## src/hw/rtl/wmr_pkg.sv

```systemverilog
package wmr_pkg;

   localparam int SYM_W = 8;
   localparam int ACT_W = 2;

   localparam logic [SYM_W-1:0] STAR_SYM  = 8'd42;
   localparam logic [SYM_W-1:0] QMARK_SYM = 8'd63;

   typedef enum logic [ACT_W-1:0] {
      ACT_CLEAR  = 2'd0,
      ACT_APPEND = 2'd1,
      ACT_TEXT   = 2'd2,
      ACT_END    = 2'd3
   } act_type;

   // broadcast from the control to every cell of the row
   typedef struct packed {
      logic             step;
      logic             load;
      logic [SYM_W-1:0] sym;
   } cell_ctrl_type;

endpackage

```

## src/hw/rtl/wildcard_match_row_update.sv

```systemverilog
// Glob matcher over a byte stream: the pattern ('*' any run, '?' any one byte) is
// loaded with append beats and held in a row of PATTERN_MAX cells, one per
// pattern position, each keeping its pattern byte and one reachability bit.
// Beats are taken one per clock for every action, save that an end-of-text
// beat waits only while the previous result has not been taken yet; a text
// byte updates the whole row when it is taken, and an end-of-text beat loads
// a result (matched, overflowed) into the output register. The clock is bounded
// by the ripple through a run of star cells, which works like a carry chain of
// PATTERN_MAX single OR gates. Appends beyond PATTERN_MAX are dropped and
// reported through overflowed until the next clear. Any append or clear
// abandons the text in progress.
module wildcard_match_row_update
   import wmr_pkg::*;
#(
   parameter int PATTERN_MAX = 32
) (
   input  logic       clock,
   input  logic       reset,
   input  logic       req_tvalid,
   output logic       req_tready,
   input  logic [7:0] req_tdata,   // [7:0] symbol
   input  logic [1:0] req_tuser,   // [1:0] action
   output logic       rsp_tvalid,
   input  logic       rsp_tready,
   output logic [7:0] rsp_tdata    // [0] matched, [1] overflowed, [7:2] zero
);

   localparam int LEN_W = $clog2(PATTERN_MAX + 1);
   localparam logic [LEN_W-1:0] LEN_FULL = LEN_W'(PATTERN_MAX);

   act_type            act;
   logic               fire;

   logic [LEN_W-1:0]   len_ff, len_in;
   logic [LEN_W-1:0]   lead_ff, lead_in;
   logic               all_star_ff, all_star_in;
   logic               ovf_ff, ovf_in;
   logic               reach0_ff, reach0_in;
   logic               rsp_valid_ff, rsp_valid_in;
   logic               rsp_match_ff;
   logic               rsp_ovf_ff;

   cell_ctrl_type      ctrl;
   logic               append_ok;
   logic [PATTERN_MAX:0] row;
   logic [PATTERN_MAX:0] carry;
   logic               match_now;

   assign act        = act_type'(req_tuser);
   assign req_tready = !rsp_valid_ff || rsp_tready || (act != ACT_END);
   assign fire       = req_tvalid && req_tready;
   assign append_ok  = (len_ff != LEN_FULL);

   always_comb begin
      len_in      = len_ff;
      lead_in     = lead_ff;
      all_star_in = all_star_ff;
      ovf_in      = ovf_ff;
      ctrl.step   = 1'b0;
      ctrl.load   = 1'b0;
      ctrl.sym    = req_tdata;
      if (fire) begin
         unique case (act)
            ACT_CLEAR: begin
               len_in      = '0;
               lead_in     = '0;
               all_star_in = 1'b1;
               ovf_in      = 1'b0;
               ctrl.load   = 1'b1;
            end
            ACT_APPEND: begin
               if (append_ok) begin
                  len_in = len_ff + LEN_W'(1);
                  if (all_star_ff && (req_tdata == STAR_SYM)) begin
                     lead_in = lead_ff + LEN_W'(1);
                  end else begin
                     all_star_in = 1'b0;
                  end
               end else begin
                  ovf_in = 1'b1;
               end
               ctrl.load = 1'b1;
            end
            ACT_TEXT: begin
               ctrl.step = 1'b1;
            end
            ACT_END: begin
               ctrl.load = 1'b1;
            end
            default: begin
               ctrl.load = 1'b1;
            end
         endcase
      end
   end

   // bit zero of the row lives here; no text byte leaves it reachable
   always_comb begin
      reach0_in = reach0_ff;
      if (ctrl.load) begin
         reach0_in = 1'b1;
      end else if (ctrl.step) begin
         reach0_in = 1'b0;
      end
   end

   assign row[0]   = reach0_ff;
   assign carry[0] = 1'b0;

   for (genvar j = 0; j < PATTERN_MAX; j++) begin : g_cell
      localparam logic [LEN_W-1:0] IDX  = LEN_W'(j);
      localparam logic [LEN_W-1:0] POS1 = LEN_W'(j + 1);
      wmr_cell u_cell (
         .clock      (clock),
         .reset      (reset),
         .ctrl       (ctrl),
         .wr_en      (fire && (act == ACT_APPEND) && (len_ff == IDX)),
         .active     (len_ff > IDX),
         .init_bit   (lead_in >= POS1),
         .reach_left (row[j]),
         .carry_in   (carry[j]),
         .reach      (row[j+1]),
         .carry_out  (carry[j+1])
      );
   end

   assign match_now = row[len_ff];

   always_comb begin
      rsp_valid_in = rsp_valid_ff;
      if (fire && (act == ACT_END)) begin
         rsp_valid_in = 1'b1;
      end else if (rsp_tready) begin
         rsp_valid_in = 1'b0;
      end
   end

   always_ff @(posedge clock) begin
      if (reset) begin
         len_ff       <= '0;
         lead_ff      <= '0;
         all_star_ff  <= 1'b1;
         ovf_ff       <= 1'b0;
         reach0_ff    <= 1'b1;
         rsp_valid_ff <= 1'b0;
      end else begin
         len_ff       <= len_in;
         lead_ff      <= lead_in;
         all_star_ff  <= all_star_in;
         ovf_ff       <= ovf_in;
         reach0_ff    <= reach0_in;
         rsp_valid_ff <= rsp_valid_in;
      end
   end

   always_ff @(posedge clock) begin
      if (fire && (act == ACT_END)) begin
         rsp_match_ff <= match_now;
         rsp_ovf_ff   <= ovf_ff;
      end
   end

   assign rsp_tvalid = rsp_valid_ff;
   assign rsp_tdata  = {6'b0, rsp_ovf_ff, rsp_match_ff};

endmodule

```

## src/hw/rtl/wmr_cell.sv

```systemverilog
module wmr_cell
   import wmr_pkg::*;
(
   input  logic          clock,
   input  logic          reset,
   input  cell_ctrl_type ctrl,
   input  logic          wr_en,
   input  logic          active,
   input  logic          init_bit,
   input  logic          reach_left,
   input  logic          carry_in,
   output logic          reach,
   output logic          carry_out
);

   logic [SYM_W-1:0] sym_ff;
   logic             reach_ff;
   logic             reach_in;
   logic             is_star;
   logic             sym_hit;

   assign is_star = (sym_ff == STAR_SYM);
   assign sym_hit = (sym_ff == QMARK_SYM) || (sym_ff == ctrl.sym);

   // a star passes reachability on to its right neighbor, like a carry
   always_comb begin
      carry_out = 1'b0;
      if (active) begin
         if (is_star) begin
            carry_out = reach_ff | carry_in;
         end else if (sym_hit) begin
            carry_out = reach_left;
         end
      end
   end

   always_comb begin
      reach_in = reach_ff;
      if (ctrl.load) begin
         reach_in = init_bit;
      end else if (ctrl.step) begin
         reach_in = carry_out;
      end
   end

   always_ff @(posedge clock) begin
      if (reset) begin
         reach_ff <= 1'b0;
      end else begin
         reach_ff <= reach_in;
      end
   end

   always_ff @(posedge clock) begin
      if (wr_en) begin
         sym_ff <= ctrl.sym;
      end
   end

   assign reach = reach_ff;

endmodule

```

## config.mk

```make
export PLATFORM = sky130hd
export DESIGN_NAME = wildcard_match_row_update
export DESIGN_NICKNAME = d
export VERILOG_FILES = /design/src/hw/rtl/wmr_pkg.sv /design/src/hw/rtl/wildcard_match_row_update.sv /design/src/hw/rtl/wmr_cell.sv
export SDC_FILE = /design/constraint.sdc
export NUM_CORES = 1
export LEC_CHECK = 0
export BUFFER_PORTS_ARGS = -buffer_cell sky130_fd_sc_hd__buf_2
export CAP_MARGIN = 10
export CORE_MARGIN = 8
export CORE_UTILIZATION = 65
export CTS_BUF_LIST = sky130_fd_sc_hd__clkbuf_4 sky130_fd_sc_hd__clkbuf_8 sky130_fd_sc_hd__clkbuf_16
export CTS_CLUSTER_DIAMETER = 150
export DETAILED_ROUTE_END_ITERATION = 12
export PLACE_DENSITY = 0.82
export REMOVE_ABC_BUFFERS = 1
export SLEW_MARGIN = 40
export SYNTH_ARGS = -nofsm -noshare
export SYNTH_HDL_FRONTEND = slang
export SYNTH_HIERARCHICAL = 1
export SYNTH_SLANG_ARGS = --single-unit
```

## constraint.sdc

```tcl
create_clock -name clock -period 52.4 [get_ports clock]
set_clock_uncertainty 0.2 [all_clocks]
set_input_delay 5.24 -clock clock [delete_from_list [all_inputs] [get_ports clock]]
set_output_delay 5.24 -clock clock [all_outputs]
set_load 0.03 [all_outputs]
```

==> impl_metrics.prom <==
# TYPE chip_impl_metric gauge
chip_impl_metric{name="via_count",unit=""} 12600
chip_impl_metric{name="fp.dieH",unit="um"} 180
chip_impl_metric{name="count_of_nets_left_with_antenna_violations_after_detail_routing",unit=""} 0
chip_impl_metric{name="grt_start_max_net_pins",unit=""} 98
chip_impl_metric{name="ioPinCount",unit=""} 24
chip_impl_metric{name="cp_slowest_stage_delay",unit="ns"} 0.38
chip_impl_metric{name="worst_slew_margin_rel",unit=""} 0.466
chip_impl_metric{name="critical_path_arrival",unit="ns"} 23.03
chip_impl_metric{name="post_synthesis_cell_area",unit="um2"} 17500
chip_impl_metric{name="worst_skew_pair.late_latency",unit="ns"} 0.57
chip_impl_metric{name="route.final.wire_length",unit="mm"} 43.1
chip_impl_info{name="setup_repair_after_global_routing_missed_its_margin",value="false"} 1
chip_impl_metric{name="port_buffers",unit=""} 17
chip_impl_metric{name="setup_violations",unit=""} 0
chip_impl_metric{name="dp_hpwl",unit="mm"} 29.7
chip_impl_metric{name="detail_route.iter0.violations",unit=""} 1312
chip_impl_metric{name="maxCapViolations",unit=""} 0
chip_impl_metric{name="worst-endpoint-required",unit="ns"} 52.62
chip_impl_info{name="cpMaxStageDelayCell",value="o311a_1"} 1
chip_impl_metric{name="chipWidth",unit="um"} 180
chip_impl_metric{name="period_needed",unit="ns"} 22.81
chip_impl_metric{name="gpl.final_weighted_congestion",unit=""} 0.999
chip_impl_metric{name="pwr_density_cell",unit="nW/um2"} 27.5
chip_impl_metric{name="globalRoute.totalOverflow",unit=""} 0
chip_impl_info{name="status",value="finished, final reports clean"} 1
chip_impl_metric{name="hold_violations",unit=""} 0
chip_impl_metric{name="core_area",unit="um2"} 26700
chip_impl_metric{name="layout-area-overhead-vs-synth",unit="%"} 9.42
chip_impl_metric{name="first_pass_grt_wire_length",unit="mm"} 68.0
chip_impl_metric{name="worst_pin_slew",unit="ns"} 0.798
chip_impl_metric{name="critical_path_buf_inv_count",unit=""} 1
chip_impl_metric{name="placement_rows",unit=""} 60
chip_impl_metric{name="layout.nets",unit=""} 1589
chip_impl_metric{name="post_cts.resized_instances",unit=""} 0
chip_impl_metric{name="hold_ws",unit="ns"} 0.241
chip_impl_info{name="cts-root-buf",value="clkbuf_16"} 1
chip_impl_info{name="crit_type",value="in -> reg"} 1
chip_impl_metric{name="grt_pass1_vias",unit=""} 12500
chip_impl_info{name="regToRegStartpoint",value="len_ff[4]"} 1
chip_impl_metric{name="total_of_hold_buffers_inserted_after_clock_tree_synthesis",unit=""} 0
chip_impl_info{name="tritoncts",value="done"} 1
chip_impl_metric{name="static-leakage-power",unit="nW"} 5.81
chip_impl_metric{name="clk_pin_slew",unit="ns"} 0.07
chip_impl_metric{name="final-max-slew-violation-count",unit=""} 0
chip_impl_info{name="category_of_cells_accounting_for_the_largest_share_of_critical_path_delay",value="compound AO/OA/AOI/OAI gates"} 1
chip_impl_metric{name="floorplan.initialDensity",unit=""} 0.656
chip_impl_metric{name="drive_gt1_frac",unit=""} 0.188
chip_impl_info{name="critPathCaptureType",value="register"} 1
chip_impl_metric{name="synth_area_per_cell",unit="um2"} 11.6
chip_impl_metric{name="drc_errors",unit=""} 0
chip_impl_metric{name="post_cts.repair.setup_buffers",unit=""} 0
chip_impl_metric{name="crit_path_max_fanout",unit=""} 25
chip_impl_metric{name="post-place-ws",unit="ns"} 29.31
chip_impl_metric{name="number_of_antenna_violations_at_the_first_check_in_global_routing",unit=""} 0
chip_impl_info{name="worstHoldPathType",value="reg -> reg"} 1
chip_impl_metric{name="ys_warn_count",unit=""} 6
chip_impl_metric{name="drt_first_pass_iters",unit=""} 5
chip_impl_info{name="worstHoldStart",value="ovf_ff"} 1
chip_impl_metric{name="vdd.ir_drop.worst",unit="uV"} 35.0
chip_impl_metric{name="period_share",unit=""} 0.435
chip_impl_metric{name="h-tree-depth",unit=""} 1
chip_impl_metric{name="netlist_instances",unit=""} 1516
chip_impl_metric{name="tritoncts.num_buffers",unit=""} 31
chip_impl_metric{name="die_area",unit="um2"} 32500
chip_impl_metric{name="maxClockFrequency",unit="MHz"} 43.8
chip_impl_info{name="crit_path_start",value="req_tdata[3]"} 1
chip_impl_metric{name="final_critical_path_setup_slack",unit="ns"} 29.59
chip_impl_info{name="timing.critical_path.from_type",value="input port"} 1
chip_impl_metric{name="clock_sink_count",unit=""} 306
chip_impl_metric{name="post_drt_via_cell_ratio",unit=""} 6.49
chip_impl_metric{name="route.detailed.wl_per_inst",unit="um"} 22.3
chip_impl_metric{name="global_route.usage.total",unit=""} 0.259
chip_impl_metric{name="ant_diodes",unit=""} 0
chip_impl_metric{name="cts_max_path_buffers",unit=""} 3
chip_impl_metric{name="fin_setup_tns",unit="ns"} 0
## area by class of cell
class / instances / area [um2]
flip-flops and latches: 306 / 8710
multi-input cells: 1176 / 8650
fillers: 1848 / 7550
clock buffers: 38 / 853
well taps: 341 / 427
repair buffers: 40 / 282
clock inverters: 20 / 204
inverters: 14 / 52.6
## sequential cells by signal (all words and copies together) (netlist names)
signal / cells
all_star_ff: 1
g_cell.u_cell/reach: 32
ovf_ff: 1
rsp_ovf_ff: 1
reach0_ff: 1
rsp_tvalid: 1
g_cell.u_cell/sym_ff: 256
rsp_match_ff: 1
lead_ff: 6
len_ff: 6
## per-layer routing
metal / wire [um] / global-route usage
met1: 17700 / 0.341
met2: 20600 / 0.438
met3: 3540 / 0.0371
met4: 1280 / 0.0850
met5: 0 / 0
## power breakdown
group	switching (W)	total, W	internal [W]
clock network	0.0000917	0.000227	0.000135
registers	0.00000154	0.000266	0.000265
logic	0.0000225	0.0000344	0.0000120
total	0.000116	0.000527	0.000412
## final timing paths
| kind | cells past startpoint | slack, ns | to |
|---|---|---|---|
| setup reg to reg | 99 | 33.52 | g_cell[31].u_cell/reach |
| hold / removal | 0 | 0.24 | rsp_ovf_ff |
| hold reg to reg | 0 | 0.24 | rsp_ovf_ff |
| setup / recovery | 100 | 29.59 | g_cell[31].u_cell/reach |
## worst register-to-register path, delay by kind of cell, from the launching register on
| kind | cells | cell delay (ns) |
|---|---|---|
| compound gates | 95 | 16.95 |
| flops | 1 | 0.53 |
| simple gates | 4 | 1.10 |
## stage by stage
stage          utilization  total power (W)  instance area (um2)  instances
2_1_floorplan            -         0.000289                17400       1496
3_3_place_gp         0.677         0.000304                18100       1877
3_5_place_dp         0.678         0.000305                18100       1877
4_1_cts              0.717         0.000529                19200       1935
5_1_grt              0.718         0.000542                19200       1935
6_report             0.718         0.000527                19200       1935
## cells in the final DEF, fill, tap and decap left out, types with 14 or more instances in the layout
master,instances
xnor2_1,260
edfxtp_1,258
nor2_1,216
nand4_1,68
nand2_1,61
o21ai_0,52
dfxtp_1,48
a21oi_1,47
nand3_1,37
o21ai_2,35
o21ai_1,34
nand3_2,34
nor2_4,33
nand4b_1,33
and2b_2,32
and4bb_1,32
o311a_1,32
nor3b_1,32
a211oi_2,32
clkbuf_16,31
buf_4,30
inv_1,14
(Power assumes the default switching activity.)
